[src/rtl/wscc_pkg.sv]
package wscc_pkg;

  localparam int unsigned SEG_W          = 16;
  localparam int unsigned WIN_W          = 6;
  localparam int unsigned MARKS          = 32;
  localparam int unsigned IDX_W          = 5;
  localparam int unsigned CFG_IDX_W      = 1;
  localparam int unsigned DEF_MAX_WINDOW = 32;

  localparam logic [SEG_W-1:0] LAST_SEG_RESET = 16'd1;
  localparam logic [WIN_W-1:0] THR_RESET      = 6'd16;

  localparam logic [CFG_IDX_W-1:0] CFG_LAST_SEG = 1'b0;
  localparam logic [CFG_IDX_W-1:0] CFG_INIT_THR = 1'b1;

  typedef enum logic [1:0] {
    CMD_START   = 2'd0,
    CMD_ACK     = 2'd1,
    CMD_TIMEOUT = 2'd2,
    CMD_FIN_ACK = 2'd3
  } cmd_e;

  typedef enum logic [1:0] {
    KIND_SEND       = 2'd0,
    KIND_RESEND     = 2'd1,
    KIND_FIN        = 2'd2,
    KIND_FIN_RESEND = 2'd3
  } kind_e;

  typedef struct packed {
    logic latch_in;
    logic idx_clear;
    logic idx_inc;
    logic clear_marks;
    logic mark;
    logic advance;
    logic timeout_apply;
    logic set_awaiting;
    logic finish;
    logic send_emit;
    logic resend;
    logic fin_emit;
    logic fin_resend;
  } wscc_ctrl_t;

  typedef struct packed {
    cmd_e cmd;
    logic is_idle;
    logic awaiting;
    logic done;
    logic highest_nz;
    logic ack_in_win;
    logic window_full;
    logic all_sent;
    logic scan_stop;
    logic send_last;
    logic out_free;
  } wscc_stat_t;

endpackage

[src/rtl/wscc_ctrl.sv]
module wscc_ctrl import wscc_pkg::*; (
  input  logic       clk_i,
  input  logic       rst_ni,
  input  logic       in_valid_i,
  output logic       in_stall_o,
  input  wscc_stat_t stat_i,
  output wscc_ctrl_t ctrl_o
);

  typedef enum logic [5:0] {
    S_IDLE   = 6'b000001,
    S_DECODE = 6'b000010,
    S_CHECK  = 6'b000100,
    S_SCAN   = 6'b001000,
    S_SEND   = 6'b010000,
    S_FIN    = 6'b100000
  } state_e;

  state_e state_q, state_d;
  logic   resend_q, resend_d;
  logic   fin_resend_q, fin_resend_d;

  always_comb begin
    state_d      = state_q;
    resend_d     = resend_q;
    fin_resend_d = fin_resend_q;
    ctrl_o       = '0;
    in_stall_o   = 1'b1;
    ctrl_o.resend     = resend_q;
    ctrl_o.fin_resend = fin_resend_q;
    unique case (state_q)
      S_IDLE: begin
        in_stall_o = 1'b0;
        if (in_valid_i) begin
          ctrl_o.latch_in = 1'b1;
          state_d         = S_DECODE;
        end
      end
      S_DECODE: begin
        state_d = S_IDLE;
        ctrl_o.idx_clear = 1'b1;
        unique case (stat_i.cmd)
          CMD_START: begin
            if (stat_i.is_idle) begin
              ctrl_o.clear_marks = 1'b1;
              resend_d           = 1'b0;
              state_d            = S_SEND;
            end
          end
          CMD_ACK: begin
            if (!stat_i.awaiting && !stat_i.done && stat_i.ack_in_win) begin
              ctrl_o.mark = 1'b1;
              state_d     = S_CHECK;
            end
          end
          CMD_TIMEOUT: begin
            if (stat_i.done) begin
              state_d = S_IDLE;
            end else if (stat_i.awaiting) begin
              fin_resend_d = 1'b1;
              state_d      = S_FIN;
            end else if (stat_i.highest_nz) begin
              state_d = S_SCAN;
            end
          end
          CMD_FIN_ACK: begin
            if (stat_i.awaiting) begin
              ctrl_o.finish = 1'b1;
            end
          end
        endcase
      end
      S_CHECK: begin
        state_d = S_IDLE;
        if (stat_i.window_full) begin
          ctrl_o.advance   = 1'b1;
          ctrl_o.idx_clear = 1'b1;
          if (stat_i.all_sent) begin
            ctrl_o.set_awaiting = 1'b1;
            fin_resend_d        = 1'b0;
            state_d             = S_FIN;
          end else begin
            resend_d = 1'b0;
            state_d  = S_SEND;
          end
        end
      end
      S_SCAN: begin
        if (stat_i.scan_stop) begin
          ctrl_o.timeout_apply = 1'b1;
          ctrl_o.idx_clear     = 1'b1;
          resend_d             = 1'b1;
          state_d              = S_SEND;
        end else begin
          ctrl_o.idx_inc = 1'b1;
        end
      end
      S_SEND: begin
        if (stat_i.out_free) begin
          ctrl_o.send_emit = 1'b1;
          if (stat_i.send_last) begin
            ctrl_o.idx_clear = 1'b1;
            state_d          = S_IDLE;
          end else begin
            ctrl_o.idx_inc = 1'b1;
          end
        end
      end
      S_FIN: begin
        if (stat_i.out_free) begin
          ctrl_o.fin_emit = 1'b1;
          state_d         = S_IDLE;
        end
      end
      default: state_d = S_IDLE;
    endcase
  end

  always_ff @(posedge clk_i or negedge rst_ni) begin
    if (!rst_ni) begin
      state_q      <= S_IDLE;
      resend_q     <= 1'b0;
      fin_resend_q <= 1'b0;
    end else begin
      state_q      <= state_d;
      resend_q     <= resend_d;
      fin_resend_q <= fin_resend_d;
    end
  end

endmodule

[src/rtl/wscc_datapath.sv]
module wscc_datapath import wscc_pkg::*; #(
  parameter int unsigned MAX_WINDOW = DEF_MAX_WINDOW
) (
  input  logic                 clk_i,
  input  logic                 rst_ni,
  input  logic [1:0]           cmd_i,
  input  logic [SEG_W-1:0]     ack_id_i,
  input  logic                 cfg_valid_i,
  input  logic [CFG_IDX_W-1:0] cfg_index_i,
  input  logic [SEG_W-1:0]     cfg_data_i,
  input  logic                 out_stall_i,
  input  wscc_ctrl_t           ctrl_i,
  output wscc_stat_t           stat_o,
  output logic                 out_valid_o,
  output logic [1:0]           kind_o,
  output logic [SEG_W-1:0]     segment_id_o,
  output logic [WIN_W-1:0]     window_size_o,
  output logic [WIN_W-1:0]     threshold_o,
  output logic                 last_o
);

  localparam int unsigned WIN_CAP = (MAX_WINDOW < MARKS) ? MAX_WINDOW : MARKS;
  localparam logic [WIN_W:0] WIN_CAP_C = (WIN_W+1)'(WIN_CAP);

  cmd_e             cmd_q;
  logic [SEG_W-1:0] ack_q;
  logic [SEG_W-1:0] base_q;
  logic [WIN_W-1:0] win_q;
  logic [WIN_W-1:0] limit_q;
  logic [MARKS-1:0] marks_q;
  logic [WIN_W-1:0] total_q;
  logic [SEG_W-1:0] highest_q;
  logic             all_sent_q;
  logic             awaiting_q;
  logic             done_q;
  logic [SEG_W-1:0] last_seg_q;
  logic [WIN_W-1:0] idx_q;
  logic             out_valid_q;
  kind_e            kind_q;
  logic [SEG_W-1:0] seg_q;
  logic [WIN_W-1:0] win_out_q;
  logic [WIN_W-1:0] thr_out_q;
  logic             last_q;

  logic [SEG_W-1:0] diff;
  logic [SEG_W-1:0] diff_m1;
  logic [IDX_W-1:0] mark_k;
  logic [SEG_W-1:0] seg_id;
  logic             is_final;
  logic [WIN_W-1:0] idx_p1;
  logic [WIN_W:0]   grow_raw;
  logic [WIN_W-1:0] win_grow;
  logic [WIN_W-1:0] half_win;
  logic             is_idle;
  logic             out_free;

  assign diff     = ack_q - base_q;
  assign diff_m1  = diff - 16'd1;
  assign mark_k   = diff_m1[IDX_W-1:0];
  assign seg_id   = base_q + {{(SEG_W-WIN_W){1'b0}}, idx_q} + 16'd1;
  assign is_final = (seg_id >= last_seg_q);
  assign idx_p1   = idx_q + 6'd1;
  assign is_idle  = (highest_q == '0) && !all_sent_q && !awaiting_q && !done_q;
  assign out_free = !out_valid_q || !out_stall_i;

  always_comb begin
    if (win_q < limit_q) begin
      grow_raw = {win_q, 1'b0};
    end else begin
      grow_raw = {1'b0, win_q} + 7'd1;
    end
    if (grow_raw > WIN_CAP_C) begin
      grow_raw = WIN_CAP_C;
    end
    win_grow = grow_raw[WIN_W-1:0];
    half_win = win_q >> 1;
    if (half_win == '0) begin
      half_win = 6'd1;
    end
  end

  always_comb begin
    stat_o             = '0;
    stat_o.cmd         = cmd_q;
    stat_o.is_idle     = is_idle;
    stat_o.awaiting    = awaiting_q;
    stat_o.done        = done_q;
    stat_o.highest_nz  = (highest_q != '0);
    stat_o.ack_in_win  = (ack_q > base_q) && (diff <= {{(SEG_W-WIN_W){1'b0}}, win_q});
    stat_o.window_full = (total_q >= win_q);
    stat_o.all_sent    = all_sent_q;
    stat_o.scan_stop   = (idx_q == win_q) || !marks_q[idx_q[IDX_W-1:0]];
    stat_o.send_last   = is_final || (idx_p1 == win_q);
    stat_o.out_free    = out_free;
  end

  always_ff @(posedge clk_i) begin
    if (ctrl_i.latch_in) begin
      cmd_q <= cmd_e'(cmd_i);
      ack_q <= ack_id_i;
    end
    if (ctrl_i.send_emit) begin
      kind_q    <= (ctrl_i.resend || seg_id <= highest_q) ? KIND_RESEND : KIND_SEND;
      seg_q     <= seg_id;
      win_out_q <= is_final ? idx_p1 : win_q;
      thr_out_q <= limit_q;
      last_q    <= stat_o.send_last;
    end else if (ctrl_i.fin_emit) begin
      kind_q    <= ctrl_i.fin_resend ? KIND_FIN_RESEND : KIND_FIN;
      seg_q     <= '0;
      win_out_q <= win_q;
      thr_out_q <= limit_q;
      last_q    <= 1'b1;
    end
  end

  always_ff @(posedge clk_i or negedge rst_ni) begin
    if (!rst_ni) begin
      base_q      <= '0;
      win_q       <= 6'd1;
      limit_q     <= THR_RESET;
      marks_q     <= '0;
      total_q     <= '0;
      highest_q   <= '0;
      all_sent_q  <= 1'b0;
      awaiting_q  <= 1'b0;
      done_q      <= 1'b0;
      last_seg_q  <= LAST_SEG_RESET;
      idx_q       <= '0;
      out_valid_q <= 1'b0;
    end else begin
      if (cfg_valid_i) begin
        unique case (cfg_index_i)
          CFG_LAST_SEG: last_seg_q <= cfg_data_i;
          CFG_INIT_THR: begin
            if (is_idle) begin
              limit_q <= cfg_data_i[WIN_W-1:0];
            end
          end
          default: ;
        endcase
      end

      if (ctrl_i.idx_clear) begin
        idx_q <= '0;
      end else if (ctrl_i.idx_inc) begin
        idx_q <= idx_p1;
      end

      if (ctrl_i.clear_marks || ctrl_i.advance || ctrl_i.timeout_apply) begin
        marks_q <= '0;
        total_q <= '0;
      end else if (ctrl_i.mark && !marks_q[mark_k]) begin
        marks_q[mark_k] <= 1'b1;
        total_q         <= total_q + 6'd1;
      end

      if (ctrl_i.advance) begin
        base_q <= base_q + {{(SEG_W-WIN_W){1'b0}}, win_q};
        win_q  <= win_grow;
      end

      if (ctrl_i.timeout_apply) begin
        base_q     <= base_q + {{(SEG_W-WIN_W){1'b0}}, idx_q};
        limit_q    <= half_win;
        win_q      <= 6'd1;
        all_sent_q <= 1'b0;
      end

      if (ctrl_i.send_emit) begin
        if (is_final) begin
          all_sent_q <= 1'b1;
          win_q      <= idx_p1;
        end
        if (seg_id > highest_q) begin
          highest_q <= seg_id;
        end
      end

      if (ctrl_i.set_awaiting) begin
        awaiting_q <= 1'b1;
      end
      if (ctrl_i.finish) begin
        awaiting_q <= 1'b0;
        done_q     <= 1'b1;
      end

      if (ctrl_i.send_emit || ctrl_i.fin_emit) begin
        out_valid_q <= 1'b1;
      end else if (!out_stall_i) begin
        out_valid_q <= 1'b0;
      end
    end
  end

  assign out_valid_o   = out_valid_q;
  assign kind_o        = kind_q;
  assign segment_id_o  = seg_q;
  assign window_size_o = win_out_q;
  assign threshold_o   = thr_out_q;
  assign last_o        = last_q;

endmodule

[src/rtl/windowed_sender_congestion_control_unit.sv]
// Channel   Direction  Handshake            Payload
// event     in         in_valid_i/in_stall_o   cmd_i, ack_id_i
// order     out        out_valid_o/out_stall_i kind_o, segment_id_o, window_size_o,
//                                              threshold_o, last_o
// config    in         cfg_valid_i/cfg_ready_o cfg_index_i, cfg_data_i
//
// An event request is latched and then decoded; an ack that completes a window then passes a check state.
// Send orders then follow one after another, each waiting while the output is stalled.
// A timeout first scans the ack marks one per cycle, then resends one.
// Reset is asynchronous and needs no clearing pass; the config port is always ready.
// Orders wait in an output register while stalled, and the next event request is taken
// as soon as the last order of a run is registered.
module windowed_sender_congestion_control_unit import wscc_pkg::*; #(
  parameter int unsigned MAX_WINDOW = DEF_MAX_WINDOW
) (
  input  logic                 clk_i,
  input  logic                 rst_ni,
  input  logic                 in_valid_i,
  output logic                 in_stall_o,
  input  logic [1:0]           cmd_i,
  input  logic [SEG_W-1:0]     ack_id_i,
  output logic                 out_valid_o,
  input  logic                 out_stall_i,
  output logic [1:0]           kind_o,
  output logic [SEG_W-1:0]     segment_id_o,
  output logic [WIN_W-1:0]     window_size_o,
  output logic [WIN_W-1:0]     threshold_o,
  output logic                 last_o,
  input  logic                 cfg_valid_i,
  output logic                 cfg_ready_o,
  input  logic [CFG_IDX_W-1:0] cfg_index_i,
  input  logic [SEG_W-1:0]     cfg_data_i
);

  wscc_ctrl_t ctrl;
  wscc_stat_t stat;

  assign cfg_ready_o = 1'b1;

  wscc_ctrl u_ctrl (
    .clk_i      (clk_i),
    .rst_ni     (rst_ni),
    .in_valid_i (in_valid_i),
    .in_stall_o (in_stall_o),
    .stat_i     (stat),
    .ctrl_o     (ctrl)
  );

  wscc_datapath #(
    .MAX_WINDOW (MAX_WINDOW)
  ) u_datapath (
    .clk_i         (clk_i),
    .rst_ni        (rst_ni),
    .cmd_i         (cmd_i),
    .ack_id_i      (ack_id_i),
    .cfg_valid_i   (cfg_valid_i),
    .cfg_index_i   (cfg_index_i),
    .cfg_data_i    (cfg_data_i),
    .out_stall_i   (out_stall_i),
    .ctrl_i        (ctrl),
    .stat_o        (stat),
    .out_valid_o   (out_valid_o),
    .kind_o        (kind_o),
    .segment_id_o  (segment_id_o),
    .window_size_o (window_size_o),
    .threshold_o   (threshold_o),
    .last_o        (last_o)
  );

endmodule

[config.mk]
export PLATFORM = sky130hd
export DESIGN_NAME = windowed_sender_congestion_control_unit
export DESIGN_NICKNAME = d
export VERILOG_FILES = /design/src/rtl/wscc_pkg.sv /design/src/rtl/wscc_ctrl.sv /design/src/rtl/wscc_datapath.sv /design/src/rtl/windowed_sender_congestion_control_unit.sv
export SDC_FILE = /design/constraint.sdc
export NUM_CORES = 1
export LEC_CHECK = 0
export BUFFER_PORTS_ARGS = -buffer_cell sky130_fd_sc_hd__buf_2
export CAP_MARGIN = 20
export CORE_UTILIZATION = 45
export DETAILED_ROUTE_END_ITERATION = 10
export GPL_TIMING_DRIVEN = 0
export PLACE_DENSITY_LB_ADDON = 0.3
export REMOVE_ABC_BUFFERS = 1
export SETUP_SLACK_MARGIN = 0.15
export SLEW_MARGIN = 5
export SYNTH_ARGS = -nofsm -noshare
export SYNTH_HDL_FRONTEND = slang
export SYNTH_HIERARCHICAL = 1
export SYNTH_SLANG_ARGS = --single-unit
[constraint.sdc]
create_clock -name clk_i -period 6 [get_ports clk_i]
set_input_delay 1.2 -clock clk_i [delete_from_list [all_inputs] [get_ports clk_i]]
set_output_delay 1.2 -clock clk_i [all_outputs]
set_load 0.01 [all_outputs]
## Word level (Yosys, flattened, before mapping)

Index checks and enable logic that the tools add are counted.

- Bits of input ports: 40
- Register bits: 165

- Reductions and logical operators: 42
- Add/subtract/negate cells: 8
- $lt $le $gt $ge: 11
- Multiplexer cells: 98
- Bitwise operators: 2
- Equality and inequality tests: 25

Operator list:

| kind | number |
|---|---|
| $mux W6 | 27 |
| $mux W16 | 4 |
| $mux W32 | 2 |
| $mux W1 | 47 |
| $pmux W6 S6 | 1 |
| $add A16 B6 Y16 | 2 |
| $gt A16 B16 Y1 | 2 |
| $or A32 B32 Y32 | 1 |
| $pmux W6 S3 | 1 |
| $reduce_bool A2 Y1 | 9 |
| $add A16 B1 Y16 const B | 1 |
| $ge A16 B16 Y1 | 1 |
| $le A16 B16 Y1 | 1 |
| $le A16 B6 Y1 | 1 |
| $logic_not A16 Y1 | 1 |
| $ne A2 B2 Y1 const B | 8 |
| $reduce_bool A16 Y1 | 1 |
| $sub A16 B16 Y16 | 1 |
| $add A6 B1 Y6 const B | 2 |
| $eq A6 B6 Y1 | 2 |
| $lt A5 B6 Y1 const B | 2 |
| $ne A2 B1 Y1 const B | 6 |
| $reduce_and A6 Y1 | 2 |
| $bmux W1 S5 | 2 |
| other kinds (33) | 59 |

## Longest topological paths before layout

Gate-level depths: netlist of the first run.

- Depth in word-level cells: 10
- Depth in mapped cells: 24
- Gate-level depth less buffers: 23

## By module

The synthesis of the first run kept the hierarchy.

By module, submodules not included:

| module | cells each | times used | seq. area each (um2) | area each (um2) |
|---|---|---|---|---|
| wscc_datapath | 1078 | 1 | 4177.8 | 10485.1 |
| wscc_ctrl | 79 | 1 | 201.4 | 665.6 |
| windowed_sender_congestion_control_unit | 2 | 1 | 0.0 | 11.3 |

## Worst setup path after synthesis of the first run

Ideal clock, no wire load.

- Path type: register to register
- Start point: register u_datapath.ack_q[0]
- End point: register u_datapath.marks_q[15]
- Arrival time: 4.755 ns
- Data required time: 5.922 ns
- Cell stages (with the launch flop): 23
- Path buffers: 0
- Library setup time: 0.078 ns
- Path slack: 1.168 ns
- Path through: edfxtp_1 -> inv_1 -> ha_1 -> inv_1 -> fa_1 -> a211o_1 -> and3_4 -> or2_1 -> inv_2 -> ha_1 -> nor2b_1 -> o31a_1 -> o22ai_1 -> o2111ai_1 -> nor4_1 -> o2111ai_1 -> nor4_1 -> nor4b_1 -> and3_1 -> o2111ai_2 -> a211o_1 -> or3_1 -> a21oi_1

RTL lines:

| element | RTL line | source |
|---|---|---|
| from (decl) | wscc_datapath.sv:26 | `logic [SEG_W-1:0] ack_q;` |
| from (signal assigned) | wscc_datapath.sv:100 | `ack_q <= ack_id_i;` |
| to (signal assigned) | wscc_datapath.sv:122 | `marks_q <= '0;` |
| to (signal assigned) | wscc_datapath.sv:151 | `marks_q <= '0;` |
| to (signal, indexed assignment) | wscc_datapath.sv:154 | `marks_q[mark_k] <= 1'b1;` |
| to (decl) | wscc_datapath.sv:30 | `logic [MARKS-1:0] marks_q;` |

==> impl_metrics.csv, run 1 <==
group,metric,value,unit
run_status,status,"completed",
cts,clock-root-buffer,"clkbuf_16",
critical_path,max_stage_delay,0.43,ns
final_layout,diodes,0,
cts,clock-sinks,165,
logic_synthesis,syn_avg_cell_area,9.63,sq um
floorplanning,floorplan.io_pins,74,
floorplanning,die_height,159,um
job,cap_violations,0,
logic_synthesis,synthArstFlopShare,0.703,
critical_path,worst-endpoint-arrival,5.95,ns
logic_synthesis,ys_ff_latch,165,
worst_hold_path,hold_path.class,"register to register",
global_route,grt_max_degree,87,
power,powerDensity,327,mW/mm^2
timing,setup_ws,0.402,ns
power,p_clk_frac,0.276,
drt,vias,8726,
timing,fmax,0.179,GHz
floorplanning,initial_utilization,0.459,
timing,fin_crit,5.60,ns
power,p_leak,0.00550,uW
drt,drc,0,
cts,cts_tree,"yes",
drt,firstDrtPassIters,5,
global_route,grt-ovfl-total,0,
placed_design,preCtsSetupSlack,-0.953,ns
timing,slew_headroom,0.467,
global_route,grt_pass1_wl,43800,um
timing,maxSlewViolCount,0,
cts,htreeDepth,4,
power,power_switching,1560,uW
cts,clk_latency,0.43,ns
drt,wire_per_inst,17.2,um
final_layout,final_cell_mix,"dfrtp_1, nor2_1, nand2_1",
power,switching_share,0.379,
critical_path,critical_path.max_fanout,6,
critical_path,criticalPathCategory,"register to register",
final_layout,drive_gt1_frac,0.163,
timing,fin_tns_setup,0,ns
final_layout,fin_nets,1339,
final_layout,area_growth,13.0,%
cts,cts.clk_slew.worst_paths,0.07,ns
cts,hold_buffers,0,
timing,skew,0.00851,ns
final_layout,final_util,0.519,
floorplanning,die_w,159,um
logic_synthesis,synth_cell_type_count,97,
final_layout,fillCellCount,2191,
logic_synthesis,ys_seq_area_frac,0.392,
global_route,grt_usage,0.215,
timing,setup_violations,0,
drt,drtIter0Drc,696,
timing,worst_slew_pin_slew,0.799,ns
power,internal-power,2560,uW
drt,routed_wl,26600,um
placed_design,port_buffers,72,
global_route,antenna_found_initial,0,
floorplanning,row_count,57,
final_layout,multi_input_area,0.00628,sq mm
drt,postRouteAntennaNets,0,
placed_design,gp_congestion,0.856,
critical_path,start_kind,"register",
final_layout,layout_commonest_cell,"dfrtp_1",
critical_path,cp-end-kind,"register",
global_route,grt_pass1_vias,8510,
drt,viasPerCell,5.64,
floorplanning,core,0.0243,sq mm
logic_synthesis,synth_top_flop_cell,"dfrtp_1",
power,seqPwrFrac,0.346,
logic_synthesis,syn_area,0.0112,sq mm
floorplanning,die-area,0.0254,sq mm
timing,finalHoldViolCount,0,
logic_synthesis,ys_warn_count,6,
critical_path,path_cells,"ha_1 -> inv_1 -> fa_2 -> a211o_1 -> and3_4 -> or2_1 -> inv_2 -> ha_1 -> nor2b_1 -> o31a_1 -> o22ai_1 -> o2111ai_1 -> nor4_2 -> o2111ai_2 -> nor4_4 -> nor4b_4 -> and3_2 -> o2111ai_2 -> a211o_1 -> or3_1 -> a21oi_1",
logic_synthesis,syn_inst,1159,
cts,cts-buffers-inserted,17,
critical_path,crit_required,6.35,ns
timing,rsz0062_at_grt,"false",
timing,fin_crit_sh,0.933,
final_layout,final-seq-area,0.00438,sq mm
logic_synthesis,synth_edf_count,49,
power,p_comb_frac,0.378,
power,peakVddDrop,0.215,mV
cts,cts_buffer_depth,2,
placed_design,place_hpwl,19300,um
critical_path,cp_slowest_cell,"nor4_4",
==> path summary, 6_finish.rpt <==
kind / start / end / slack, ns / cells after the start
setup / recovery: u_datapath/base_q[0] / u_datapath/marks_q[15] / 0.40 / 21
hold / removal: u_ctrl/resend_q / u_ctrl/resend_q / 0.48 / 1
setup reg to reg: u_datapath/base_q[0] / u_datapath/marks_q[15] / 0.40 / 21
hold reg to reg: u_ctrl/resend_q / u_ctrl/resend_q / 0.48 / 1
max in group asynchronous: rst_ni / u_datapath/idx_q[0] / 4.53 / 2
min in group asynchronous: rst_ni / u_datapath/marks_q[26] / 0.67 / 1
==> through the flow <==
step	area, sq um	total power [uW]	instances	hold WS (ns)
after global routing	12600	4390	1548	0.505
final	12600	4130	1548	0.483
after floorplan	10900	2530	1103	0.446
after detailed placement	11800	2960	1507	0.469
after CTS	12500	4120	1540	0.484
after global placement	11600	2900	1499	0.460
==> worst max-delay path: cells and delay by family (launching register included) <==
family,cells,cell delay [ns]
AND/OR/NAND/NOR,8,2.24
AO/OA/AOI/OAI,8,1.86
adder cells (fa/ha/maj),3,0.82
flip-flops,1,0.42
buffers and inverters,2,0.16
==> power by group through the flow <==
| stage | Combinational (uW) | Clock, uW | Sequential (uW) |
|---|---|---|---|
| floorplan | 1130 | 0 | 1390 |
| global placement | 1460 | 0 | 1440 |
| detailed placement | 1520 | 0 | 1450 |
| CTS | 1540 | 1160 | 1420 |
| global route | 1740 | 1210 | 1440 |
| finish | 1560 | 1140 | 1430 |
==> synthesized netlist by cell type, drive strengths merged, types with 22 or more instances <==
cell type | n | area (sq um)
dfrtp | 112 | 2800
nor2 | 105 | 402
nand2 | 87 | 329
inv | 86 | 323
ha | 85 | 1060
o21ai | 70 | 350
edfxtp | 49 | 1470
xnor2 | 47 | 434
a21oi | 43 | 219
clkbuf | 35 | 133
a31oi | 31 | 194
nand3 | 28 | 140
mux2i | 25 | 250
a21o | 22 | 165
==> state kept, by name (all words and copies together), names as in the netlist, 2 cells and up <==
name and flops:
u_ctrl/state_q 6, u_datapath/ack_q 16, u_datapath/base_q 16, u_datapath/cmd_q 2, u_datapath/highest_q 16, u_datapath/idx_q 6
u_datapath/kind_o 2, u_datapath/last_seg_q 16, u_datapath/limit_q 6, u_datapath/marks_q 32, u_datapath/segment_id_o 16, u_datapath/threshold_o 6
u_datapath/total_q 6, u_datapath/win_q 6, u_datapath/window_size_o 6
==> cell families (layout without fill, tap and decap cells) <==
family / Yosys count / after routing / share of synthesized area
simple gates: 383 / 383 / 0.177
mux: 58 / 58 / 0.0682
compound gates: 256 / 256 / 0.154
buf+inv: 144 / 209 / 0.0546
xor+xnor: 64 / 64 / 0.0529
fa+ha+maj: 88 / 88 / 0.101
other cells: 1 / 1 / 0.000336
flops: 165 / 165 / 0.392
==> layout make-up <==
type / count / area share
Inverter: 88 / 0.0263
Timing Repair Buffer: 89 / 0.0480
Clock buffer: 19 / 0.0343
Clock inverter: 13 / 0.0137
Multi-Input combinational cell: 850 / 0.498
Tap cell: 324 / 0.0321
Sequential cell: 165 / 0.348
==> timing repair <==
action,4_1_cts,5_1_grt
buffers inserted,1,6
gates resized for setup,7,12
gates cloned,0,1
pin swaps,2,7
setup endpoints to repair,46,48
==> layer usage <==
metal,up-vias,share of wire,GRT usage
met2,205,0.47,0.351
met3,29,0.036,0.0372
met1,4205,0.48,0.293
met5,-,0,0
li1,4287,-,-
met4,0,0.018,0.0581
(Power assumes the default switching activity.)
==> run 2, diff against run 1 <==
--- a/config.mk
+++ b/config.mk
@@ -5,7 +5,7 @@
 export SDC_FILE = /design/constraint.sdc
 export NUM_CORES = 1
 export LEC_CHECK = 0
-export BUFFER_PORTS_ARGS = -buffer_cell sky130_fd_sc_hd__buf_2
+export BUFFER_PORTS_ARGS = -buffer_cell sky130_fd_sc_hd__buf_4
 export CAP_MARGIN = 20
 export CORE_UTILIZATION = 45
 export DETAILED_ROUTE_END_ITERATION = 10
@@ -13,6 +13,7 @@
 export PLACE_DENSITY_LB_ADDON = 0.3
 export REMOVE_ABC_BUFFERS = 1
 export SETUP_SLACK_MARGIN = 0.15
+export SKIP_CTS_REPAIR_TIMING = 1
 export SLEW_MARGIN = 5
 export SYNTH_ARGS = -nofsm -noshare
 export SYNTH_HDL_FRONTEND = slang
==> run 2 against run 1 <==
Non-clock buffer count is 1 higher. Wire length shrank 1.0%. Global-route usage shrank 0.31 points. Sequential cell count unchanged. Utilization grew 0.71 points. Sequential share of layout area down 0.47 points. Largest cell class unchanged.
==> impl_metrics.csv, run 2 (synthesized netlist as in run 1, its figures left out) <==
group,metric,value,unit
global_route,antenna_found_initial,0,
drt,routed_wl,26300,um
timing,worst_slew_pin_slew,0.792,ns
drt,viasPerCell,5.63,
global_route,grt_pass1_wl,43300,um
critical_path,max_stage_delay,0.43,ns
critical_path,cp-startpoint,"u_datapath/ack_q[0]",
job,cap_violations,0,
timing,fin_crit_sh,0.934,
power,p_leak,0.00558,uW
floorplanning,initial_utilization,0.459,
timing,maxSlewViolCount,0,
timing,finalHoldViolCount,0,
cts,clock-sinks,165,
cts,cts-buffers-inserted,17,
critical_path,crit_required,6.36,ns
drt,wire_per_inst,17.0,um
cts,cts_buffer_depth,2,
critical_path,path_cells,"inv_1 -> ha_1 -> inv_1 -> fa_1 -> a211o_1 -> and3_4 -> or2_1 -> inv_2 -> ha_1 -> nand3_1 -> a21oi_1 -> o31a_1 -> o22ai_2 -> o2111ai_1 -> nor4_1 -> o2111ai_1 -> nor4_4 -> nor4b_4 -> and3_2 -> o2111ai_2 -> a211o_1 -> or3_1 -> a21oi_1",
run_status,status,"completed",
critical_path,criticalPathCategory,"register to register",
timing,setup_violations,0,
critical_path,start_kind,"register",
worst_hold_path,hold_path.class,"register to register",
power,switching_share,0.375,
final_layout,area_growth,14.5,%
critical_path,cp_slowest_cell,"fa_1",
timing,hold_ws,0.485,ns
worst_hold_path,hp-start,"u_datapath/limit_q[1]",
timing,slew_headroom,0.472,
floorplanning,row_count,57,
drt,drtIter0Drc,663,
floorplanning,die_w,159,um
floorplanning,die-area,0.0254,sq mm
power,finalPower,4160,uW
final_layout,diodes,0,
power,internal-power,2600,uW
power,p_comb_frac,0.375,
critical_path,ff2ff_setup_slack,0.39,ns
critical_path,critical_path.max_fanout,6,
critical_path,r2r-end,"u_datapath/marks_q[15]",
placed_design,port_buffers,72,
drt,postRouteAntennaNets,0,
critical_path,worst-endpoint-arrival,5.96,ns
global_route,grt_usage,0.212,
floorplanning,die_height,159,um
global_route,grt_pass1_vias,8327,
final_layout,largest_register,"u_datapath/marks_q",
timing,rsz0062_at_grt,"false",
final_layout,drive_gt1_frac,0.160,
global_route,grt_max_degree,87,
worst_hold_path,hold_end,"u_datapath/threshold_o[1]",
timing,fmax,0.178,GHz
cts,cts_tree,"yes",
final_layout,final_cell_mix,"dfrtp_1, nor2_1, nand2_1",
placed_design,place_hpwl,19200,um
final_layout,layout_commonest_cell,"dfrtp_1",
floorplanning,floorplan.io_pins,74,
timing,fin_crit,5.61,ns
critical_path,regToRegStartpoint,"u_datapath/ack_q[0]",
worst_hold_path,min_path_cells,0,
power,p_clk_frac,0.282,
drt,vias,8725,
power,power_switching,1560,uW
critical_path,cp-end-kind,"register",
drt,drc,0,
critical_path,reg2reg_depth,23,
power,seqPwrFrac,0.343,
cts,clock-root-buffer,"clkbuf_16",
placed_design,gp_congestion,0.865,
final_layout,fin_nets,1340,
timing,skew,0.0120,ns
final_layout,largest_register_ffs,32,
cts,htreeDepth,4,
power,powerDensity,325,mW/mm^2
cts,clk_latency,0.43,ns
power,peakVddDrop,0.175,mV
drt,firstDrtPassIters,6,
cts,cts.clk_slew.worst_paths,0.07,ns
global_route,grt-ovfl-total,0,
floorplanning,core,0.0243,sq mm
[run 2: cell types whose count changed in the layout (fill, tap and decap cells not counted), sizes merged]
cell      change
buf           +2
clkbuf        -1
clkinv        +3
clkinvlp      -2
inv           -1
[run 2: worst max-delay path: cells and delay by family (launching register included)]
kind	cells	cell delay [ns]
compound gates	9	1.85
flops	1	0.37
simple gates	8	2.21
buf+inv	3	0.25
fa+ha+maj	3	0.84
[run 2: how the worst max path moves through the flow]
stage	to	slack (ns)	depth (start not counted)
floorplan	u_datapath/total_q[5]	0.69	22
global placement	u_datapath/total_q[5]	-1.30	20
detailed placement	u_datapath/total_q[5]	-1.00	22
CTS	u_datapath/total_q[5]	-1.02	22
global route	u_datapath/idx_q[5]	0.15	21
finish	u_datapath/marks_q[15]	0.39	23
[run 2: final cells by class]
cell class,count,area (sq um)
clock buffer,19,454
clock inverter,13,170
fill,2206,11500
inverter,88,332
multi-input combinational,850,6260
sequential,165,4380
tap,324,405
timing repair buffer,90,782
[run 2: layer usage]
| layer | wire, um | up-vias | track usage |
|---|---|---|---|
| met5 | 0 | - | 0 |
| met4 | 280 | 0 | 0.0559 |
| met3 | 1200 | 23 | 0.0380 |
| met2 | 12300 | 232 | 0.338 |
| met1 | 12500 | 4169 | 0.295 |
| li1 | - | 4301 | - |
[run 2: through the flow]
step / cell area, sq um / cells / worst slack (ns) / util / setup TNS (ns)
floorplan: 10900 / 1103 / 0.692 / - / 0
global placement: 11800 / 1499 / -1.30 / 0.486 / -45.19
detailed placement: 12000 / 1507 / -1.00 / 0.493 / -31.99
CTS: 12600 / 1539 / -1.02 / 0.518 / -32.88
global route: 12800 / 1549 / 0.148 / 0.526 / 0
finish: 12800 / 1549 / 0.393 / 0.526 / 0
[run 2: power groups by stage]
| stage | combinational, uW | clock [uW] | sequential [uW] |
|---|---|---|---|
| 5_1_grt | 1740 | 1240 | 1440 |
| 3_3_place_gp | 1470 | 0 | 1440 |
| 4_1_cts | 1520 | 1190 | 1420 |
| 3_5_place_dp | 1520 | 0 | 1440 |
| 6_report | 1560 | 1170 | 1430 |
| 2_1_floorplan | 1130 | 0 | 1390 |
==> run 3, diff against run 2 <==
--- a/config.mk
+++ b/config.mk
@@ -10,7 +10,9 @@
 export CORE_UTILIZATION = 45
 export DETAILED_ROUTE_END_ITERATION = 10
 export GPL_TIMING_DRIVEN = 0
+export HOLD_SLACK_MARGIN = 0.15
 export PLACE_DENSITY_LB_ADDON = 0.3
+export RECOVER_POWER = 50
 export REMOVE_ABC_BUFFERS = 1
 export SETUP_SLACK_MARGIN = 0.15
 export SKIP_CTS_REPAIR_TIMING = 1
==> run 3 against run 2 <==
The run now ends with max-capacitance violations, max-slew violations left. Clock skew is essentially flat. Critical endpoint unchanged. Largest power group unchanged. Register-to-register slack improved by 0.02 ns. Non-clock buffer count unchanged.
==> impl_metrics.csv, run 3 (synthesized netlist as in run 1, its figures left out) <==
group,metric,value,unit
run_status,status,"complete, but fails checks",
run_status,violations,"max-capacitance violations, max-slew violations",
final_layout,largest_register,"u_datapath/marks_q",
critical_path,cp-end-kind,"register",
placed_design,gp_congestion,0.865,
floorplanning,die-area,0.0254,sq mm
timing,rsz0062_at_grt,"false",
placed_design,port_buffers,72,
cts,clock-root-buffer,"clkbuf_16",
drt,firstDrtPassIters,6,
critical_path,crit_end,"u_datapath/marks_q[15]",
cts,htreeDepth,4,
cts,cts.clk_slew.worst_paths,0.07,ns
worst_hold_path,hold_path.class,"register to register",
power,switching_share,0.375,
final_layout,final-seq-area,0.00438,sq mm
drt,drc,0,
timing,setup_ws,0.413,ns
placed_design,place_hpwl,19200,um
job,cap_violations,2,
power,seqPwrFrac,0.345,
cts,cts-buffers-inserted,17,
final_layout,drive_gt1_frac,0.151,
critical_path,criticalPathCategory,"register to register",
final_layout,fillCellCount,2223,
timing,worst_slew_pin_slew,2.20,ns
drt,postRouteAntennaNets,0,
critical_path,worst-endpoint-arrival,5.94,ns
critical_path,start_kind,"register",
power,p_clk_frac,0.282,
placed_design,preCtsSetupSlack,-1.00,ns
cts,clock-sinks,165,
critical_path,crit_required,6.36,ns
critical_path,ff2ff_setup_slack,0.41,ns
timing,finalHoldViolCount,0,
drt,vias,8771,
timing,fin_crit,5.59,ns
placed_design,dpl-instance-area,0.0120,sq mm
drt,wire_per_inst,16.9,um
power,p_leak,0.00553,uW
global_route,grt-ovfl-total,0,
floorplanning,die_height,159,um
drt,viasPerCell,5.66,
power,internal-power,2590,uW
final_layout,multi_input_area,0.00625,sq mm
final_layout,fin_nets,1340,
worst_hold_path,min_path_cells,0,
drt,routed_wl,26200,um
global_route,grt_pass1_wl,43300,um
power,powerDensity,326,mW/mm^2
floorplanning,core,0.0243,sq mm
critical_path,r2r-end,"u_datapath/marks_q[15]",
floorplanning,initial_utilization,0.459,
timing,slew_headroom,-0.470,
power,peakVddDrop,0.175,mV
timing,fmax,0.179,GHz
cts,clk_latency,0.43,ns
power,p_comb_frac,0.373,
critical_path,regToRegStartpoint,"u_datapath/ack_q[0]",
drt,drtIter0Drc,613,
timing,maxSlewViolCount,119,
final_layout,largest_register_ffs,32,
global_route,grt_max_degree,87,
cts,cts_tree,"yes",
global_route,grt_usage,0.212,
final_layout,diodes,0,
floorplanning,row_count,57,
timing,fin_crit_sh,0.931,
cts,cts_buffer_depth,2,
final_layout,final_area,0.0127,sq mm
timing,skew,0.0115,ns
floorplanning,die_w,159,um
critical_path,cp-startpoint,"u_datapath/ack_q[0]",
global_route,antenna_found_initial,0,
critical_path,reg2reg_depth,23,
final_layout,layout_commonest_cell,"dfrtp_1",
timing,setup_violations,0,
power,power_switching,1550,uW
final_layout,area_growth,13.9,%
final_layout,final_cell_mix,"dfrtp_1, nor2_1, nand2_1",
floorplanning,floorplan.io_pins,74,
global_route,grt_pass1_vias,8327,
critical_path,critical_path.max_fanout,6,
-- run 3: worst min path at each step --
| stage | startpoint | endpoint | slack (ns) |
|---|---|---|---|
| detailed placement | u_ctrl/resend_q | u_ctrl/resend_q | 0.47 |
| floorplan | u_datapath/limit_q[1] | u_datapath/threshold_o[1] | 0.45 |
| global route | u_datapath/limit_q[1] | u_datapath/threshold_o[1] | 0.51 |
| CTS | u_datapath/limit_q[1] | u_datapath/threshold_o[1] | 0.49 |
| global placement | u_ctrl/resend_q | u_ctrl/resend_q | 0.46 |
| finish | u_datapath/limit_q[1] | u_datapath/threshold_o[1] | 0.48 |
-- run 3: worst max-delay path, cell delays in order, from the launching register on --
cell and delay [ns]:
edfxtp_1 0.37, inv_1 0.10, ha_1 0.17, inv_1 0.05, fa_1 0.43, a211o_1 0.35, and3_4 0.22, or2_1 0.28
inv_2 0.11, ha_1 0.24, nand3_1 0.12, a21oi_1 0.06, o31a_1 0.24, o22ai_2 0.15, o2111ai_1 0.13, nor4_1 0.22
o2111ai_1 0.22, nor4_4 0.39, nor4b_4 0.32, and3_2 0.28, o2111ai_2 0.17, a211o_1 0.38, or3_1 0.37, a21oi_1 0.14
-- run 3: metrics by stage --
step / TNS [ns] / power [uW] / cells / utilization / hold WS, ns
5_1_grt: 0 / 4420 / 1549 / 0.523 / 0.509
6_report: 0 / 4140 / 1549 / 0.523 / 0.482
4_1_cts: -32.88 / 4140 / 1539 / 0.518 / 0.489
3_5_place_dp: -31.99 / 2960 / 1507 / 0.493 / 0.472
3_3_place_gp: -45.19 / 2910 / 1499 / 0.486 / 0.462
2_1_floorplan: 0 / 2530 / 1103 / - / 0.446
-- run 3: routing by layer --
metal  part of all wire  up-vias  GRT usage
li1                   -     4301          -
met1               0.48     4188      0.295
met2               0.47      253      0.338
met3              0.044       29     0.0380
met4              0.012        0     0.0559
met5                  0        -          0
-- run 3: final cells by class --
type                            instances  share of cell area
Clock inverter                         13              0.0134
Timing Repair Buffer                   90              0.0559
Sequential cell                       165               0.345
Multi-Input combinational cell        850               0.492
Inverter                               88              0.0261
Tap cell                              324              0.0319
Clock buffer                           19              0.0357
-- run 3: power groups by stage --
stage               Combinational [uW]  Clock (uW)  Sequential [uW]
floorplan                         1130           0             1390
global placement                  1470           0             1440
detailed placement                1520           0             1440
CTS                               1520        1190             1420
global route                      1730        1240             1440
finish                            1540        1170             1430
